===== config.mk =====
export PLATFORM = sky130hd
export DESIGN_NAME = decimal_text_to_int64
export DESIGN_NICKNAME = d
export VERILOG_FILES = /design/src/rtl/dtti64_pkg.sv /design/src/rtl/decimal_text_to_int64.sv
export SDC_FILE = /design/constraint.sdc
export NUM_CORES = 1
export LEC_CHECK = 0
export ABC_AREA = 0
export BUFFER_PORTS_ARGS = -buffer_cell sky130_fd_sc_hd__buf_2
export CELL_PAD_IN_SITES_DETAIL_PLACEMENT = 1
export CELL_PAD_IN_SITES_GLOBAL_PLACEMENT = 2
export CORE_MARGIN = 2
export CORE_UTILIZATION = 40
export CTS_CLUSTER_DIAMETER = 120
export DETAILED_ROUTE_END_ITERATION = 10
export GPL_ROUTABILITY_DRIVEN = 1
export PLACE_DENSITY = 0.95
export SLEW_MARGIN = 10
export SYNTH_ARGS = -nofsm -noshare
export SYNTH_HDL_FRONTEND = slang
export SYNTH_SLANG_ARGS = --single-unit

===== constraint.sdc =====
create_clock -name clock -period 9.7 [get_ports clock]
set_input_delay 0.485 -clock clock [delete_from_list [all_inputs] [get_ports clock]]
set_output_delay 0.485 -clock clock [all_outputs]
set_load 0.005 [all_outputs]

===== src/rtl/dtti64_pkg.sv =====
// dtti64_pkg: types and constants for the decimal text to int64 parser
// character codes, parse phase encoding and signed 64-bit limits
// no dependencies
`timescale 1ns / 1ps
`default_nettype none

package dtti64_pkg;

   typedef enum logic [1:0] {
      PH_SPACE  = 2'd0,
      PH_DIGITS = 2'd1,
      PH_DONE   = 2'd2
   } phase_type;

   localparam logic [7:0] CHAR_ZERO  = 8'h30;
   localparam logic [7:0] CHAR_NINE  = 8'h39;
   localparam logic [7:0] CHAR_MINUS = 8'h2D;
   localparam logic [7:0] CHAR_PLUS  = 8'h2B;
   localparam logic [7:0] CHAR_SPACE = 8'h20;
   localparam logic [7:0] CHAR_TAB   = 8'h09;
   localparam logic [7:0] CHAR_CR    = 8'h0D;

   localparam logic signed [63:0] VALUE_MAX = 64'sh7FFF_FFFF_FFFF_FFFF;
   localparam logic signed [63:0] VALUE_MIN = 64'sh8000_0000_0000_0000;

   // largest magnitude that may still take another digit, and the last digit allowed there
   localparam logic signed [63:0] CUT_POS = 64'sh0CCC_CCCC_CCCC_CCCC;
   localparam logic signed [63:0] CUT_NEG = 64'shF333_3333_3333_3334;
   localparam logic [3:0]         LIM_POS = 4'd7;
   localparam logic [3:0]         LIM_NEG = 4'd8;

endpackage

`default_nettype wire


===== src/rtl/decimal_text_to_int64.sv =====
// decimal_text_to_int64: streaming signed decimal text to 64-bit integer, saturating
// one character per request, one result per end-marked string
// depends on dtti64_pkg
// result path: input register stage, then result register, after the tlast request is accepted
// throughput: one character per cycle unless a final character waits on the result side;
//   the combinational parse step (accumulator * 10 +/- the digit, with the limit compare) sets it
// reset: synchronous, active high; clears the input and result valids and the parse
//   state (white space phase, positive, accumulator and overflow flag zero)
`timescale 1ns / 1ps
`default_nettype none

module decimal_text_to_int64
   import dtti64_pkg::*;
(
   input  wire logic        clock,
   input  wire logic        reset,
   // character request channel
   input  wire logic        req_tvalid,
   output      logic        req_tready,
   input  wire logic [7:0]  req_tdata,   // [7:0] char_code
   input  wire logic        req_tlast,   // end_of_string
   // parsed value channel
   output      logic        rsp_tvalid,
   input  wire logic        rsp_tready,
   output      logic [63:0] rsp_tdata,   // [63:0] value (signed)
   output      logic [0:0]  rsp_tuser    // [0] overflowed
);

   // input register stage
   logic        s1_valid_ff, s1_valid_in;
   logic [7:0]  s1_char_ff;
   logic        s1_last_ff;

   // parse state
   phase_type          phase_ff, phase_in;
   logic               neg_ff, neg_in;
   logic signed [63:0] acc_ff, acc_in;
   logic               ovf_ff, ovf_in;

   // result register
   logic               rsp_valid_ff, rsp_valid_in;
   logic signed [63:0] rsp_value_ff;
   logic               rsp_ovf_ff;

   // control
   logic out_free;
   logic proc;
   logic req_fire;

   // character classification
   logic       is_digit;
   logic       is_blank;
   logic [3:0] digit;
   logic       take_digit;

   // datapath
   logic signed [63:0] acc_x10;
   logic signed [63:0] dig_ext;
   logic signed [63:0] acc_step;
   logic               over;
   logic               neg_upd;
   logic signed [63:0] acc_upd;
   logic               ovf_upd;

   // the result register frees up this cycle if empty or being taken
   assign out_free = !rsp_valid_ff || rsp_tready;
   // a non-final character never waits on the result side
   assign proc       = s1_valid_ff && (!s1_last_ff || out_free);
   assign req_tready = !s1_valid_ff || proc;
   assign req_fire   = req_tvalid && req_tready;

   assign is_digit = (s1_char_ff >= CHAR_ZERO) && (s1_char_ff <= CHAR_NINE);
   assign is_blank = (s1_char_ff == CHAR_SPACE) ||
                     ((s1_char_ff >= CHAR_TAB) && (s1_char_ff <= CHAR_CR));
   assign digit    = s1_char_ff[3:0];

   // a digit counts only while white space or digits are being taken
   assign take_digit = is_digit && ((phase_ff == PH_SPACE) || (phase_ff == PH_DIGITS));

   // accumulator kept signed, so the negative side grows downward and never needs a negate
   assign acc_x10  = {acc_ff[60:0], 3'b000} + {acc_ff[62:0], 1'b0};
   assign dig_ext  = {60'd0, digit};
   assign acc_step = neg_ff ? (acc_x10 - dig_ext) : (acc_x10 + dig_ext);

   // limit check made on the accumulator before the digit goes in
   assign over = neg_ff ? ((acc_ff < CUT_NEG) || ((acc_ff == CUT_NEG) && (digit > LIM_NEG)))
                        : ((acc_ff > CUT_POS) || ((acc_ff == CUT_POS) && (digit > LIM_POS)));

   // next phase
   always_comb begin
      phase_in = phase_ff;
      if (proc) begin
         if (s1_last_ff) begin
            phase_in = PH_SPACE;
         end else begin
            case (phase_ff)
               PH_SPACE: begin
                  if (is_blank) begin
                     phase_in = PH_SPACE;
                  end else if ((s1_char_ff == CHAR_MINUS) || (s1_char_ff == CHAR_PLUS)) begin
                     phase_in = PH_DIGITS;
                  end else if (is_digit) begin
                     phase_in = over ? PH_DONE : PH_DIGITS;
                  end else begin
                     phase_in = PH_DONE;
                  end
               end
               PH_DIGITS: begin
                  if (is_digit && !over) begin
                     phase_in = PH_DIGITS;
                  end else begin
                     phase_in = PH_DONE;
                  end
               end
               default: begin
                  phase_in = PH_DONE;
               end
            endcase
         end
      end
   end

   // sign, accumulator and overflow after this character
   always_comb begin
      neg_upd = neg_ff;
      acc_upd = acc_ff;
      ovf_upd = ovf_ff;
      if ((phase_ff == PH_SPACE) && (s1_char_ff == CHAR_MINUS)) begin
         neg_upd = 1'b1;
      end
      if (take_digit) begin
         if (over) begin
            // saturate; later digits are not looked at because the phase goes done
            acc_upd = neg_ff ? VALUE_MIN : VALUE_MAX;
            ovf_upd = 1'b1;
         end else begin
            acc_upd = acc_step;
         end
      end
   end

   // state register next values; end of string returns to the reset state
   always_comb begin
      neg_in = neg_ff;
      acc_in = acc_ff;
      ovf_in = ovf_ff;
      if (proc) begin
         if (s1_last_ff) begin
            neg_in = 1'b0;
            acc_in = '0;
            ovf_in = 1'b0;
         end else begin
            neg_in = neg_upd;
            acc_in = acc_upd;
            ovf_in = ovf_upd;
         end
      end
   end

   // input stage valid
   always_comb begin
      s1_valid_in = s1_valid_ff;
      if (req_fire) begin
         s1_valid_in = 1'b1;
      end else if (proc) begin
         s1_valid_in = 1'b0;
      end
   end

   // result valid: set by a processed final character, cleared when taken
   always_comb begin
      rsp_valid_in = rsp_valid_ff;
      if (proc && s1_last_ff) begin
         rsp_valid_in = 1'b1;
      end else if (rsp_tready) begin
         rsp_valid_in = 1'b0;
      end
   end

   always_ff @(posedge clock) begin
      if (reset) begin
         s1_valid_ff  <= 1'b0;
         rsp_valid_ff <= 1'b0;
         phase_ff     <= PH_SPACE;
         neg_ff       <= 1'b0;
         acc_ff       <= '0;
         ovf_ff       <= 1'b0;
      end else begin
         s1_valid_ff  <= s1_valid_in;
         rsp_valid_ff <= rsp_valid_in;
         phase_ff     <= phase_in;
         neg_ff       <= neg_in;
         acc_ff       <= acc_in;
         ovf_ff       <= ovf_in;
      end
   end

   // payload registers
   always_ff @(posedge clock) begin
      if (req_fire) begin
         s1_char_ff <= req_tdata;
         s1_last_ff <= req_tlast;
      end
      if (proc && s1_last_ff) begin
         rsp_value_ff <= acc_upd;
         rsp_ovf_ff   <= ovf_upd;
      end
   end

   assign rsp_tvalid   = rsp_valid_ff;
   assign rsp_tdata    = rsp_value_ff;
   assign rsp_tuser[0] = rsp_ovf_ff;

   // a new result only follows a processed end-of-string character
   a_rsp_from_last: assert property (@(posedge clock) disable iff (reset)
      $rose(rsp_valid_ff) |-> $past(s1_valid_ff && s1_last_ff))
      else $error("result appeared without an end-of-string character");

   // an overflowed result carries one of the two limits
   a_ovf_saturates: assert property (@(posedge clock) disable iff (reset)
      (rsp_valid_ff && rsp_ovf_ff) |->
         ((rsp_value_ff == VALUE_MAX) || (rsp_value_ff == VALUE_MIN)))
      else $error("overflowed result is not saturated");

   // the parse state is clean after an end-of-string character
   a_state_cleared: assert property (@(posedge clock) disable iff (reset)
      (proc && s1_last_ff) |=> ((phase_ff == PH_SPACE) && (acc_ff == 0) && !ovf_ff && !neg_ff))
      else $error("parse state not cleared after end of string");

   // while still skipping white space nothing has been accumulated
   a_space_empty: assert property (@(posedge clock) disable iff (reset)
      (phase_ff == PH_SPACE) |-> ((acc_ff == 0) && !ovf_ff))
      else $error("accumulator busy during white space phase");

endmodule

`default_nettype wire


==> impl_metrics.tcl, run 1 <==
set metrics [dict create \
    cts_resized 0 \
    drc 0 \
    clk_path_buf_depth 2 \
    syn-num-nets 1968 \
    insertion_delay_ns 0.44 \
    core_sq_um 34700 \
    cp-start-kind "register" \
    synthToLayoutAreaGrowth_pct 8.49 \
    numCtsBuffers 17 \
    grt_max_degree 70 \
    crit_buf_inv 0 \
    synthDistinctLibCells 101 \
    ant_nets 0 \
    dr.pass1.iters 5 \
    finalCritPeriodShare 0.614 \
    critical_path_arrival_ns 6.09 \
    io_buffers 79 \
    required_ns 9.84 \
    skew_ns 0.0107 \
    track_usage 0.332 \
    cp_max_fo 7 \
    cap_violations 0 \
    viasPerCell 6.81 \
    worst_setup_path_end_kind "register" \
    fin_util 0.444 \
    synth-edff-count 74 \
    multiInputGateArea_sq_um 10100 \
    die_w_microns 192 \
    clock-sinks 144 \
    hpwl_mm 48.6 \
    h-tree-depth 4 \
    netlist_area_sq_um 14200 \
    tightest_slew_ns 1.06 \
    synthArstFlopShare 0 \
    hold_viol_final 0 \
    rows 68 \
    regArea_sq_um 3620 \
    layout_min_cycle_time_ns 5.95 \
    clkTransAtPathRegs_ns 0.06 \
    p_leak_nw 5.74 \
    routed_wl_mm 62.0 \
    power_density_nw_per_um2 86.5 \
    finalSetupTns_ns 0 \
    slowest_stage "a221oi_2" \
    drive_gt1_frac 0.0937 \
    postCtsSetupBuffers 0 \
    yosysSeqAreaShare 0.255 \
    synth_top_flop_cell "edfxtp_1" \
    synth_warnings 0 \
    min_path_type "in -> reg" \
    grt_pass1_vias 15356 \
    status "complete, no violations" \
    path_common_cell "a21o_1" \
    cts_tree "built" \
    wl_per_cell_microns 26.2 \
    critical-path-top-delay-family "compound AO/OA/AOI/OAI gates" \
    overflow 0 \
    maxSlewHeadroom 0.287 \
    worstPathCellList "ha_1 -> fa_1 -> a21o_1 -> a221oi_2 -> o21ai_1 -> xnor2_1 -> o2111ai_1 -> nor4_1 -> nand4_1 -> nor2_1 -> a32oi_2 -> nand2b_1 -> a21o_1 -> a21oi_1 -> o21ai_0" \
    cts_root_buffer "clkbuf_16" \
    clock.fmax_mhz 168 \
    rsz0062_at_grt "no" \
    io_pins 80 \
    ys_seq_elements 144 \
    antennaDiodeCount 0 \
    n_fill_cell 4358 \
    final_common_cell "nand2_1" \
    grt_pass1_wl_mm 93.4 \
    synth_area_per_cell_sq_um 7.53 \
    ir_worst_vdd_mv 0.141 \
    slew_violations 0 \
    finalSetupViolCount 0 \
    worst_path_largest_cell_delay_ns 0.63 \
    cts_hold_buffers 0 \
    drt-initial-drc-count 1713 \
    layout_common_cells "216 x nand2_1, 194 x nor2_1, 164 x o21ai_0" \
    start_util 0.409 \
    globalplace.congestion 1.02 \
    vias 16117 \
    nets 1980 \
    die_h_microns 192 \
    critPathKind "reg -> reg" \
    antenna_found_initial 0 \
    dieArea_sq_um 37000 \
    syn_inst 1886 \
]
-- worst reg2reg max path: cells and delay by family (launching register included) --
family | cells | cell delay (ns)
flip-flops | 1 | 0.40
AO/OA/AOI/OAI | 8 | 2.36
XOR/XNOR | 1 | 0.58
AND/OR/NAND/NOR | 4 | 1.60
adder cells (fa/ha/maj) | 2 | 0.71
-- cells by family after synthesis --
kind of cell    count (synthesis)  share of synthesized area
compound gates                630                      0.288
xor+xnor                       93                     0.0574
fa+ha+maj                      69                     0.0624
buf+inv                       126                     0.0370
flops                         144                      0.255
mux                             9                    0.00661
simple gates                  815                      0.293
-- flip-flops by register name, indices dropped and copies added (netlist names) --
signal       count
acc_ff          64
rsp_tdata       64
s1_char_ff       8
phase_ff         2
neg_ff           1
ovf_ff           1
rsp_tuser        1
rsp_tvalid       1
s1_last_ff       1
s1_valid_ff      1
-- stage by stage --
step / total power, W / cell area [sq um] / instances / setup WS, ns / hold slack (ns)
3_5_place_dp: 0.000726 / 14900 / 2334 / 3.92 / 0.505
2_1_floorplan: 0.000700 / 14200 / 1886 / 5.21 / 0.474
5_1_grt: 0.00136 / 15400 / 2366 / 3.52 / 0.225
3_3_place_gp: 0.000724 / 14900 / 2334 / 3.99 / 0.484
6_report: 0.00133 / 15400 / 2366 / 3.75 / 0.228
4_1_cts: 0.00133 / 15400 / 2366 / 3.89 / 0.223
-- layout make-up --
cell class / instances / share of cell area
well taps: 455 / 0.0370
multi-input cells: 1616 / 0.654
inverters: 26 / 0.00634
repair buffers: 93 / 0.0325
clock buffers: 19 / 0.0294
clock inverters: 13 / 0.00569
flip-flops and latches: 144 / 0.235
-- cell usage after synthesis (24+ instances only) --
cell type,count,area (sq um)
a211oi_1,27,203
a21o_1,40,300
a21oi_1,150,751
a22oi_1,39,293
buf_2,36,180
clkbuf_1,58,218
dfxtp_1,70,1400
edfxtp_1,74,2220
ha_1,66,826
inv_1,26,97.6
nand2_1,216,811
nand3_1,52,260
nand4_1,80,500
nor2_1,197,739
nor3_1,67,335
nor4_1,32,200
o211ai_1,29,218
o21ai_0,164,821
or3_1,25,156
or4_1,24,180
xnor2_1,61,534
xor2_1,32,280
-- power breakdown --
group | internal [W] | leakage (nW) | switching [W]
Sequential | 0.000647 | 1.29 | 0.00000664
Combinational | 0.0000162 | 4.19 | 0.0000451
Clock | 0.000339 | 0.255 | 0.000278
Total | 0.00100 | 5.74 | 0.000330
-- worst paths after layout --
kind / startpoint / end / slack, ns / depth (start not counted)
setup / recovery: acc_ff[0] / rsp_tdata[50] / 3.75 / 15
hold / removal: req_tdata[0] / s1_char_ff[0] / 0.23 / 1
setup reg to reg: acc_ff[0] / rsp_tdata[50] / 3.75 / 15
hold reg to reg: ovf_ff / ovf_ff / 0.52 / 1
-- routing by layer --
metal | track usage | up-vias | share of wire | routed length (microns)
met5 | 0 | - | 0 | 0
met2 | 0.512 | 779 | 0.44 | 27000
met1 | 0.478 | 7998 | 0.46 | 28300
met3 | 0.0431 | 102 | 0.081 | 5040
li1 | - | 7238 | - | -
met4 | 0.102 | 0 | 0.028 | 1720
Power figures use the tool's default switching activity.
==> run 2: changes to the inputs <==
--- a/config.mk
+++ b/config.mk
@@ -10,11 +10,11 @@
 export CELL_PAD_IN_SITES_DETAIL_PLACEMENT = 1
 export CELL_PAD_IN_SITES_GLOBAL_PLACEMENT = 2
 export CORE_MARGIN = 2
-export CORE_UTILIZATION = 40
+export CORE_UTILIZATION = 37
 export CTS_CLUSTER_DIAMETER = 120
 export DETAILED_ROUTE_END_ITERATION = 10
 export GPL_ROUTABILITY_DRIVEN = 1
-export PLACE_DENSITY = 0.95
+export PLACE_DENSITY = 0.92
 export SLEW_MARGIN = 10
 export SYNTH_ARGS = -nofsm -noshare
 export SYNTH_HDL_FRONTEND = slang
==> constraint.sdc (replaced) <==
create_clock -name clock -period 5.8 [get_ports clock]
set_input_delay 0.29 -clock clock [delete_from_list [all_inputs] [get_ports clock]]
set_output_delay 0.29 -clock clock [all_outputs]
set_load 0.005 [all_outputs]
==> impl_metrics.tcl, run 2 (synthesized netlist as in run 1, its figures left out) <==
set metrics [dict create \
    status "complete, no violations" \
    cts_hold_buffers 0 \
    reg2reg_to "rsp_tdata[54]" \
    grt_max_degree 64 \
    start_util 0.376 \
    nets 2029 \
    drc 0 \
    finalCritPeriodShare 0.958 \
    cap_violations 0 \
    grt_pass1_vias 15976 \
    rsz0062_at_grt "no" \
    final_common_cell "nand2_1" \
    cts_root_buffer "clkbuf_16" \
    layout_min_cycle_time_ns 5.56 \
    drive_gt1_frac 0.119 \
    track_usage 0.315 \
    core_sq_um 37800 \
    rows 71 \
    worstSetupEndpoint "rsp_tdata[54]" \
    drt-initial-drc-count 1463 \
    io_buffers 79 \
    die_h_microns 200 \
    wl_per_cell_microns 25.8 \
    cp_max_fo 8 \
    routed_wl_mm 63.8 \
    r2r_setup_slack_ns 0.24 \
    critPathKind "reg -> reg" \
    die_w_microns 200 \
    dieArea_sq_um 39900 \
    h-tree-depth 4 \
    power_density_nw_per_um2 148 \
    slew_violations 0 \
    finalWorstSetupSlack_ns 0.243 \
    ir_worst_vdd_mv 0.207 \
    synthToLayoutAreaGrowth_pct 12.3 \
    io_pins 80 \
    finalSetupTns_ns 0 \
    worst_setup_path_end_kind "register" \
    antennaDiodeCount 0 \
    ant_nets 0 \
    vias 16217 \
    dr_wl_met3_mm 5.23 \
    grt_pass1_wl_mm 95.7 \
    required_ns 6.01 \
    rr_startpoint "acc_ff[4]" \
    met2_length_mm 27.9 \
    tightest_slew_ns 1.09 \
    maxSlewHeadroom 0.268 \
    reg2regPathDepth 14 \
    cts_tree "built" \
    crit_path_start "acc_ff[4]" \
    preCtsSetupSlack_ns 0.183 \
    viasPerCell 6.56 \
    top_layer_used "met4" \
    min_path_type "in -> reg" \
    antenna_found_initial 0 \
    layout_common_cells "216 x nand2_1, 194 x nor2_1, 163 x o21ai_0" \
    worstHoldStart "req_tdata[7]" \
    hold_viol_final 0 \
    critical_path_arrival_ns 5.76 \
    cp-start-kind "register" \
    clk_path_buf_depth 2 \
    dr.pass1.iters 5 \
    met1Wirelength_mm 28.7 \
    clock-sinks 144 \
    finalSetupViolCount 0 \
    skew_ns 0.0107 \
    cts_resized 0 \
    clock.fmax_mhz 180 \
    hpwl_mm 50.5 \
    insertion_delay_ns 0.45 \
    globalplace.congestion 0.964 \
    clkTransAtPathRegs_ns 0.06 \
    numCtsBuffers 17 \
    overflow 0 \
    postCtsSetupBuffers 0 \
    p_leak_nw 6.03 \
]
## run 2: critical path: stages, from the launching register on
cell	delay, ns
dfxtp_1	0.48
ha_1	0.40
a21o_4	0.29
a31oi_1	0.54
a211oi_1	0.30
o31ai_1	0.58
and4b_1	0.33
nand4_1	0.20
or4b_4	0.62
nor4_4	0.49
and4_1	0.31
o21bai_1	0.14
xor2_1	0.35
a21oi_1	0.12
a21o_1	0.16
## run 2: area by class of cell
class / count / area [sq um]
Clock buffer: 18 / 450
Clock inverter: 14 / 153
Fill cell: 4703 / 21800
Inverter: 26 / 97.6
Multi-Input combinational cell: 1616 / 10100
Sequential cell: 144 / 3620
Tap cell: 511 / 639
Timing Repair Buffer: 142 / 868
## run 2: worst min-delay path by stage
stage	cells past startpoint	slack, ns	to
after floorplan	0	0.39	s1_char_ff[0]
after global placement	1	0.47	s1_char_ff[6]
after detailed placement	1	0.47	s1_char_ff[3]
after CTS	1	0.004	s1_char_ff[7]
after global routing	1	0.003	s1_char_ff[7]
final	1	0.02	s1_char_ff[7]
## run 2: metal layers
layer | GRT usage | vias up
li1 | - | 7315
met1 | 0.444 | 8058
met2 | 0.490 | 737
met3 | 0.0486 | 107
met4 | 0.106 | 0
met5 | 0 | -
## run 2: stage by stage
step	hold WS, ns	cells	total power [W]	util	instance area [sq um]
CTS	0.00412	2471	0.00235	0.421	15900
finish	0.0181	2471	0.00236	0.422	15900
floorplan	0.389	1886	0.00117	-	14200
detailed placement	0.470	2439	0.00122	0.405	15300
global placement	0.469	2439	0.00121	0.405	15300
global route	0.00261	2471	0.00241	0.422	15900
## run 2: report_power, final
group          switching (W)  internal, W  total [W]
clock network       0.000497     0.000664    0.00116
logic              0.0000762    0.0000285   0.000105
registers          0.0000115      0.00108    0.00109
total               0.000584      0.00177    0.00236
